--- src/rtl/core/dclt_pkg.sv ---
`timescale 1ns / 1ps
`default_nettype none

package dclt_pkg;

   localparam int unsigned MS_WIDTH    = 16;
   localparam int unsigned TALLY_WIDTH = 4;
   localparam int unsigned CSR_IDX_W   = 2;

   typedef enum logic [CSR_IDX_W-1:0] {
      CSR_CLAP_WINDOW = 2'd0,
      CSR_CLAPS_NEED  = 2'd1,
      CSR_DEBOUNCE    = 2'd2
   } csr_idx_type;

   typedef enum logic [1:0] {
      PHASE_IDLE     = 2'd0,
      PHASE_DEBOUNCE = 2'd1,
      PHASE_WAIT     = 2'd2
   } phase_type;

   typedef enum logic [1:0] {
      CAUSE_NONE   = 2'd0,
      CAUSE_BUTTON = 2'd1,
      CAUSE_CLAP   = 2'd2
   } cause_type;

   localparam logic [MS_WIDTH-1:0]    CLAP_WINDOW_RESET = 16'd1000;
   localparam logic [TALLY_WIDTH-1:0] CLAPS_NEED_RESET  = 4'd2;
   localparam logic [MS_WIDTH-1:0]    DEBOUNCE_RESET    = 16'd100;

   typedef struct packed {
      logic mic_level;
      logic button_level;
      logic ms_tick;
   } sample_type;

   typedef struct packed {
      logic      light_on;
      logic      clap_seen;
      logic      light_toggled;
      cause_type toggle_cause;
   } result_type;

   typedef struct packed {
      logic [MS_WIDTH-1:0]    clap_window_ms;
      logic [TALLY_WIDTH-1:0] claps_needed;
      logic [MS_WIDTH-1:0]    debounce_ms;
   } cfg_type;

endpackage

`default_nettype wire

--- src/rtl/core/dclt_ifs.sv ---
`timescale 1ns / 1ps
`default_nettype none

interface dclt_req_if;
   logic valid;
   logic ready;
   logic mic_level;
   logic button_level;
   logic ms_tick;

   modport source (output valid, mic_level, button_level, ms_tick, input ready);
   modport sink (input valid, mic_level, button_level, ms_tick, output ready);
endinterface

interface dclt_rsp_if;
   logic       valid;
   logic       ready;
   logic       light_on;
   logic       clap_seen;
   logic       light_toggled;
   logic [1:0] toggle_cause;

   modport source (output valid, light_on, clap_seen, light_toggled, toggle_cause,
                   input ready);
   modport sink (input valid, light_on, clap_seen, light_toggled, toggle_cause,
                 output ready);
endinterface

interface dclt_csr_if;
   logic                           valid;
   logic                           ready;
   logic [dclt_pkg::CSR_IDX_W-1:0] index;
   logic [dclt_pkg::MS_WIDTH-1:0]  data;

   modport source (output valid, index, data, input ready);
   modport sink (input valid, index, data, output ready);
endinterface

`default_nettype wire

--- src/rtl/core/dclt_csr.sv ---
`timescale 1ns / 1ps
`default_nettype none

module dclt_csr (
   input  wire logic               clock,
   input  wire logic               reset,
   dclt_csr_if.sink                csr,
   output dclt_pkg::cfg_type       cfg
);

   dclt_pkg::cfg_type cfg_ff;
   dclt_pkg::cfg_type cfg_in;

   assign csr.ready = 1'b1;
   assign cfg       = cfg_ff;

   always_comb begin
      cfg_in = cfg_ff;
      if (csr.valid) begin
         unique case (csr.index)
            dclt_pkg::CSR_CLAP_WINDOW: cfg_in.clap_window_ms = csr.data;
            dclt_pkg::CSR_CLAPS_NEED:
               cfg_in.claps_needed = csr.data[dclt_pkg::TALLY_WIDTH-1:0];
            dclt_pkg::CSR_DEBOUNCE:    cfg_in.debounce_ms = csr.data;
            default:                   cfg_in = cfg_ff;
         endcase
      end
   end

   always_ff @(posedge clock) begin
      if (reset) begin
         cfg_ff.clap_window_ms <= dclt_pkg::CLAP_WINDOW_RESET;
         cfg_ff.claps_needed   <= dclt_pkg::CLAPS_NEED_RESET;
         cfg_ff.debounce_ms    <= dclt_pkg::DEBOUNCE_RESET;
      end else begin
         cfg_ff <= cfg_in;
      end
   end

endmodule

`default_nettype wire

--- src/rtl/core/dclt_core.sv ---
`timescale 1ns / 1ps
`default_nettype none

module dclt_core (
   input  wire logic                 clock,
   input  wire logic                 reset,
   input  wire logic                 advance,
   input  wire dclt_pkg::sample_type sample,
   input  wire dclt_pkg::cfg_type    cfg,
   output dclt_pkg::result_type      result
);

   localparam int unsigned MW = dclt_pkg::MS_WIDTH;
   localparam int unsigned TW = dclt_pkg::TALLY_WIDTH;

   dclt_pkg::phase_type phase_ff, phase_in;
   logic [MW-1:0]       debounce_left_ff, debounce_left_in;
   logic [MW-1:0]       elapsed_ms_ff, elapsed_ms_in;
   logic [MW-1:0]       last_clap_ms_ff, last_clap_ms_in;
   logic [TW-1:0]       clap_tally_ff, clap_tally_in;
   logic                light_ff, light_in;
   logic                prev_mic_ff, prev_mic_in;

   logic          pressed;
   logic [MW-1:0] debounce_dec;
   logic          press_confirm;
   logic          mic_sampled;
   logic          clap;
   logic [MW-1:0] gap;
   logic [TW-1:0] tally_next;
   logic          clap_toggle;

   assign pressed      = ~sample.button_level;
   assign debounce_dec = (sample.ms_tick && (debounce_left_ff != '0))
                         ? debounce_left_ff - MW'(1) : debounce_left_ff;

   assign press_confirm = pressed && (
      ((phase_ff == dclt_pkg::PHASE_DEBOUNCE) && (debounce_dec == '0)) ||
      ((phase_ff != dclt_pkg::PHASE_DEBOUNCE) && (phase_ff != dclt_pkg::PHASE_WAIT) &&
       (cfg.debounce_ms == '0)));

   // Button phase and debounce countdown.
   always_comb begin
      phase_in         = phase_ff;
      debounce_left_in = debounce_left_ff;
      unique case (phase_ff)
         dclt_pkg::PHASE_DEBOUNCE: begin
            debounce_left_in = debounce_dec;
            if (debounce_dec == '0) begin
               phase_in = pressed ? dclt_pkg::PHASE_WAIT : dclt_pkg::PHASE_IDLE;
            end
         end
         dclt_pkg::PHASE_WAIT: begin
            if (!pressed) begin
               phase_in = dclt_pkg::PHASE_IDLE;
            end
         end
         default: begin
            phase_in = dclt_pkg::PHASE_IDLE;
            if (pressed) begin
               if (cfg.debounce_ms == '0) begin
                  phase_in = dclt_pkg::PHASE_WAIT;
               end else begin
                  debounce_left_in = cfg.debounce_ms;
                  phase_in         = dclt_pkg::PHASE_DEBOUNCE;
               end
            end
         end
      endcase
   end

   // Clap detection, light and result.
   always_comb begin
      mic_sampled = (phase_in == dclt_pkg::PHASE_IDLE);
      clap        = mic_sampled && sample.mic_level && !prev_mic_ff;
      gap         = elapsed_ms_ff - last_clap_ms_ff;
      tally_next  = (gap < cfg.clap_window_ms) ? clap_tally_ff + TW'(1) : TW'(1);
      clap_toggle = clap && (tally_next >= cfg.claps_needed);

      clap_tally_in   = clap_tally_ff;
      last_clap_ms_in = last_clap_ms_ff;
      if (clap) begin
         clap_tally_in   = clap_toggle ? '0 : tally_next;
         last_clap_ms_in = elapsed_ms_ff;
      end
      prev_mic_in   = mic_sampled ? sample.mic_level : prev_mic_ff;
      light_in      = light_ff ^ (press_confirm | clap_toggle);
      elapsed_ms_in = elapsed_ms_ff + MW'(sample.ms_tick);

      result.light_on      = light_in;
      result.clap_seen     = clap;
      result.light_toggled = press_confirm | clap_toggle;
      if (press_confirm) begin
         result.toggle_cause = dclt_pkg::CAUSE_BUTTON;
      end else if (clap_toggle) begin
         result.toggle_cause = dclt_pkg::CAUSE_CLAP;
      end else begin
         result.toggle_cause = dclt_pkg::CAUSE_NONE;
      end
   end

   always_ff @(posedge clock) begin
      if (reset) begin
         phase_ff         <= dclt_pkg::PHASE_IDLE;
         debounce_left_ff <= '0;
         elapsed_ms_ff    <= '0;
         last_clap_ms_ff  <= '0;
         clap_tally_ff    <= '0;
         light_ff         <= 1'b0;
         prev_mic_ff      <= 1'b0;
      end else if (advance) begin
         phase_ff         <= phase_in;
         debounce_left_ff <= debounce_left_in;
         elapsed_ms_ff    <= elapsed_ms_in;
         last_clap_ms_ff  <= last_clap_ms_in;
         clap_tally_ff    <= clap_tally_in;
         light_ff         <= light_in;
         prev_mic_ff      <= prev_mic_in;
      end
   end

endmodule

`default_nettype wire

--- src/rtl/core/double_clap_light_toggle.sv ---
// A result beat is computed from the input register into the result register; its
// valid can be held back while the previous result beat stalls.
// Throughput: one request beat per cycle while the response side does not stall,
// set by the state update between the input register and the result register.
// Reset: synchronous and active high; it clears the pipeline valids and the core
// state, turns the light off and loads the register defaults.
`timescale 1ns / 1ps
`default_nettype none

module double_clap_light_toggle (
   input  wire logic  clock,
   input  wire logic  reset,
   dclt_req_if.sink   req,
   dclt_rsp_if.source rsp,
   dclt_csr_if.sink   csr
);

   dclt_pkg::cfg_type    cfg;
   dclt_pkg::sample_type sample_ff, sample_in;
   dclt_pkg::result_type result_ff, result_in;
   logic                 in_valid_ff, in_valid_in;
   logic                 out_valid_ff, out_valid_in;
   logic                 advance;

   assign advance   = in_valid_ff && (!out_valid_ff || rsp.ready);
   assign req.ready = !in_valid_ff || advance;

   assign sample_in.mic_level    = req.mic_level;
   assign sample_in.button_level = req.button_level;
   assign sample_in.ms_tick      = req.ms_tick;

   assign in_valid_in  = (req.valid && req.ready) || (in_valid_ff && !advance);
   assign out_valid_in = advance || (out_valid_ff && !rsp.ready);

   dclt_csr u_csr (
      .clock (clock),
      .reset (reset),
      .csr   (csr),
      .cfg   (cfg)
   );

   dclt_core u_core (
      .clock   (clock),
      .reset   (reset),
      .advance (advance),
      .sample  (sample_ff),
      .cfg     (cfg),
      .result  (result_in)
   );

   always_ff @(posedge clock) begin
      if (reset) begin
         in_valid_ff  <= 1'b0;
         out_valid_ff <= 1'b0;
      end else begin
         in_valid_ff  <= in_valid_in;
         out_valid_ff <= out_valid_in;
      end
   end

   always_ff @(posedge clock) begin
      if (req.valid && req.ready) begin
         sample_ff <= sample_in;
      end
      if (advance) begin
         result_ff <= result_in;
      end
   end

   assign rsp.valid         = out_valid_ff;
   assign rsp.light_on      = result_ff.light_on;
   assign rsp.clap_seen     = result_ff.clap_seen;
   assign rsp.light_toggled = result_ff.light_toggled;
   assign rsp.toggle_cause  = result_ff.toggle_cause;

endmodule

`default_nettype wire

--- src/flat_wrapper.sv ---
// flat-port wrapper written by rule: the top's interface ports become plain ports
module double_clap_light_toggle_flat 
  (clock, reset, req_valid, req_mic_level, req_button_level, req_ms_tick, req_ready, rsp_valid, rsp_light_on, rsp_clap_seen, rsp_light_toggled, rsp_toggle_cause, rsp_ready, csr_valid, csr_index, csr_data, csr_ready);
  dclt_req_if req_i ();
  dclt_rsp_if rsp_i ();
  dclt_csr_if csr_i ();
  input  wire logic clock;
  input  wire logic reset;
  input wire logic [$bits(req_i.valid)-1:0] req_valid;
  input wire logic [$bits(req_i.mic_level)-1:0] req_mic_level;
  input wire logic [$bits(req_i.button_level)-1:0] req_button_level;
  input wire logic [$bits(req_i.ms_tick)-1:0] req_ms_tick;
  output wire logic [$bits(req_i.ready)-1:0] req_ready;
  output wire logic [$bits(rsp_i.valid)-1:0] rsp_valid;
  output wire logic [$bits(rsp_i.light_on)-1:0] rsp_light_on;
  output wire logic [$bits(rsp_i.clap_seen)-1:0] rsp_clap_seen;
  output wire logic [$bits(rsp_i.light_toggled)-1:0] rsp_light_toggled;
  output wire logic [$bits(rsp_i.toggle_cause)-1:0] rsp_toggle_cause;
  input wire logic [$bits(rsp_i.ready)-1:0] rsp_ready;
  input wire logic [$bits(csr_i.valid)-1:0] csr_valid;
  input wire logic [$bits(csr_i.index)-1:0] csr_index;
  input wire logic [$bits(csr_i.data)-1:0] csr_data;
  output wire logic [$bits(csr_i.ready)-1:0] csr_ready;
  assign req_i.valid = req_valid;
  assign req_i.mic_level = req_mic_level;
  assign req_i.button_level = req_button_level;
  assign req_i.ms_tick = req_ms_tick;
  assign req_ready = req_i.ready;
  assign rsp_valid = rsp_i.valid;
  assign rsp_light_on = rsp_i.light_on;
  assign rsp_clap_seen = rsp_i.clap_seen;
  assign rsp_light_toggled = rsp_i.light_toggled;
  assign rsp_toggle_cause = rsp_i.toggle_cause;
  assign rsp_i.ready = rsp_ready;
  assign csr_i.valid = csr_valid;
  assign csr_i.index = csr_index;
  assign csr_i.data = csr_data;
  assign csr_ready = csr_i.ready;
  double_clap_light_toggle u_core (.clock(clock), .reset(reset), .req(req_i), .rsp(rsp_i), .csr(csr_i));
endmodule
--- config.mk ---
export PLATFORM = sky130hd
export DESIGN_NAME = double_clap_light_toggle_flat
export DESIGN_NICKNAME = d
export VERILOG_FILES = /design/src/rtl/core/dclt_pkg.sv /design/src/rtl/core/dclt_ifs.sv /design/src/rtl/core/dclt_csr.sv /design/src/rtl/core/dclt_core.sv /design/src/rtl/core/double_clap_light_toggle.sv /design/src/flat_wrapper.sv
export SDC_FILE = /design/constraint.sdc
export NUM_CORES = 1
export LEC_CHECK = 0
export CORE_AREA = 8 8 110 112
export CTS_CLUSTER_SIZE = 24
export DETAILED_ROUTE_END_ITERATION = 12
export DIE_AREA = 0 0 118 120
export DONT_BUFFER_PORTS = 1
export MAX_ROUTING_LAYER = met4
export PLACE_DENSITY = 0.74
export SYNTH_ARGS = -nofsm -noshare
export SYNTH_HDL_FRONTEND = slang
export SYNTH_SLANG_ARGS = --single-unit
export TNS_END_PERCENT = 20
--- constraint.sdc ---
create_clock -name clock -period 12.53 [get_ports clock]
set_input_delay 2.506 -clock clock [delete_from_list [all_inputs] [get_ports clock]]
set_output_delay 2.506 -clock clock [all_outputs]
set_load 0.005 [all_outputs]
==> results.py <==
metrics = {
    "status": {
        "status": "completed",
    },
    "cts": {
        "cts.sinks": 102,
        "clk_latency_ns": 0.38,
        "cts-root-buf": "clkbuf_8",
        "post_cts_resized": 0,
        "cts.htree.levels": 3,
        "cts_setup_buffers": 0,
        "hold_buffers": 0,
        "cts_tree": "yes",
        "clk_pin_slew_ns": 0.10,
        "cts_inserted_buffers": 9,
        "clockBufferDepth": 2,
    },
    "setup_path": {
        "critical_path_class": "reg2reg",
        "crit_cells": 26,
        "critPathLaunchType": "flip-flop",
        "cp.required_ns": 12.66,
        "cpMaxStageDelayCell": "or4_1",
        "path_buf_inv": 2,
        "cp-end-kind": "flip-flop",
        "arrival_ns": 6.00,
        "max_stage_delay_ns": 0.55,
        "reg2regPathDepth": 26,
        "cp_max_fo": 5,
        "critical-path-top-delay-family": "compound AO/OA/AOI/OAI gates",
    },
    "global_route": {
        "grt.total_usage_pct": 21.4,
        "antenna_found_initial": 0,
        "grt_pass1_wl_um": 24300,
        "grt_max_degree": 98,
        "grt_pass1_vias": 5034,
        "overflow": 0,
    },
    "floorplan": {
        "core_um2": 10500,
        "die_area_um2": 14200,
        "rows": 38,
        "die_width_um": 118,
        "die_y_um": 120,
        "initial_core_util_pct": 57.6,
        "io_pins": 34,
    },
    "detailed_routing": {
        "vias": 5393,
        "drcViolationCount": 0,
        "via_per_inst": 6.02,
        "routedWlPerCell_um": 16.4,
        "wl_um": 14700,
        "first_pass_iters": 5,
        "drt-initial-drc-count": 412,
        "drtAntennaViolNets": 0,
    },
    "sta": {
        "timing.final.ws_setup_ns": 6.67,
        "setup_tns_ns": 0,
        "timing.hold.ws_ns": 0.468,
        "rsz0062_at_grt": "no",
        "worst_slew_pin_slew_ns": 1.20,
        "final_max_slew_viol_count": 0,
        "finalCriticalPeriod_ns": 5.86,
        "setup_viol": 0,
        "relSlewSlack_pct": 19.9,
        "fin_skew_ns": 0.0104,
        "fin_crit_sh_pct": 46.8,
        "hold_viol_final": 0,
        "max_freq_mhz": 171,
    },
    "synthesis": {
        "synth_edf_count": 8,
        "ys_async_sr_fraction_pct": 0,
        "avgSynthCellArea_um2": 7.79,
        "synth_nets": 844,
        "synth_area_um2": 6060,
        "yosysWarnings": 0,
        "synth_top_flop_cell": "dfxtp_1",
        "synthTopCellsByCount": "94 x dfxtp_1, 88 x nand2_1, 85 x a21oi_1",
        "synth.most_common_cell": "dfxtp_1",
        "synth_top_area_share_pct": 31.1,
        "synth-seq-area-share_pct": 35.0,
        "ys_seq_elements": 102,
        "ys_types": 68,
        "yosys.area.top_type": "dfxtp_1",
        "synth_area_leaders": "dfxtp_1 31%, ha_1 8.3%, a21oi_1 7.0%",
        "synth_cells": 777,
    },
    "final_layout": {
        "diodes": 0,
        "drive_above_1_share_pct": 4.76,
        "finalNetCount": 818,
        "syn_to_final_growth_pct": 3.35,
    },
    "place": {
        "gp_congestion": 0.943,
        "port_buffers": 0,
        "dp_slack_ns": 6.77,
        "hpwlAfterDp_um": 10700,
    },
    "job": {
        "cap_violations": 0,
    },
    "power": {
        "power_density_nw_per_um2": 99.1,
        "p_leak_nw": 2.35,
        "fin_total_pwr_mw": 0.620,
        "vdd_drop_max_uv": 102,
    },
    "min_path": {
        "min_path_cells": 2,
        "hold_class": "reg2reg",
    },
}
## worst register-to-register path, stage by stage (launching register included)
cell and delay [ns]:
dfxtp_1 0.39, inv_1 0.06, ha_1 0.22, fa_1 0.40
nor2b_1 0.12, o21ai_0 0.11, a21boi_0 0.24, o21ai_0 0.16
a211oi_1 0.33, o31ai_1 0.22, xnor2_1 0.17, ha_1 0.21
or4_1 0.55, o2111ai_1 0.22, nor2_1 0.06, nor2_1 0.19
o21ai_0 0.14, inv_1 0.08, ha_1 0.22, nand2b_1 0.15
a21o_1 0.18, a21o_1 0.18, a21oi_1 0.40, or3_1 0.20
a31oi_1 0.06, a21o_1 0.24, xor2_1 0.14
## stage by stage
step           instances  util [%]  instance area (µm²)
5_1_grt              896      59.6                 6260
6_report             896      59.6                 6260
4_1_cts              896      59.6                 6260
2_1_floorplan        777         -                 6060
3_3_place_gp         880      57.9                 6090
3_5_place_dp         880      57.9                 6090
## where the power goes
part | leakage [nW] | internal (mW) | switching (mW) | total, mW
logic | 1.41 | 0.0322 | 0.0494 | 0.0816
registers | 0.841 | 0.338 | 0.0104 | 0.348
clock network | 0.0914 | 0.0736 | 0.117 | 0.191
## layout by cell type, fill, tap and decap left out, types with 10 or more instances in the layout
cell	netlist	routed
a21o_1	10	10
a21oi_1	85	85
dfxtp_1	94	94
ha_1	40	40
inv_1	55	55
nand2_1	88	88
nand2b_1	10	10
nand3_1	32	32
nand4_1	10	10
nor2_1	72	72
nor3_1	15	15
o21ai_0	24	24
o21ai_1	18	18
or3_1	17	17
xnor2_1	16	16
## final cells by class
type / instances / area [µm²]
Timing Repair Buffer: 3 / 22.5
Clock inverter: 6 / 42.5
Clock buffer: 10 / 128
Sequential cell: 102 / 2120
Tap cell: 140 / 175
Fill cell: 985 / 4250
Multi-Input combinational cell: 579 / 3560
Inverter: 56 / 210
## layer usage
layer  vias to the layer above  GRT usage (%)  share of wire [%]
li1                       2679              -                  -
met1                      2568           24.9                 43
met2                       122           35.8                 49
met3                        24           4.98                4.7
met4                         0           7.61                2.5
met5                         -              -                  0
## worst paths after layout
check | end | start | slack (ns)
setup reg to reg | u_core.rsp.light_on$_DFFE_PP_ | u_core.u_core.elapsed_ms_ff[0]$_SDFFE_PP0P_ | 6.67
hold / removal | u_core.u_csr.cfg[33]$_SDFFE_PP0P_ | u_core.u_csr.cfg[33]$_SDFFE_PP0P_ | 0.47
hold reg to reg | u_core.u_csr.cfg[33]$_SDFFE_PP0P_ | u_core.u_csr.cfg[33]$_SDFFE_PP0P_ | 0.47
setup / recovery | u_core.rsp.light_on$_DFFE_PP_ | u_core.u_core.elapsed_ms_ff[0]$_SDFFE_PP0P_ | 6.67
## sequential cells by signal (all words and copies together) (netlist names), 2 cells and up
name                            cells
u_core.u_core.debounce_left_ff     16
u_core.sample_ff                    3
u_core.rsp.toggle_cause             2
u_core.u_core.elapsed_ms_ff        16
u_core.u_core.phase_ff              2
u_core.u_core.clap_tally_ff         4
u_core.u_csr.cfg                   36
u_core.u_core.last_clap_ms_ff      16
## cell families after synthesis
kind of cell	share of synthesized area, %
flip-flops	35.0
multiplexers	0.868
XOR/XNOR	3.62
other	0.0619
buffers and inverters	6.28
AO/OA/AOI/OAI	21.1
AND/OR/NAND/NOR	24.4
adder cells (fa/ha/maj)	8.60
Power figures use the tool's default switching activity.
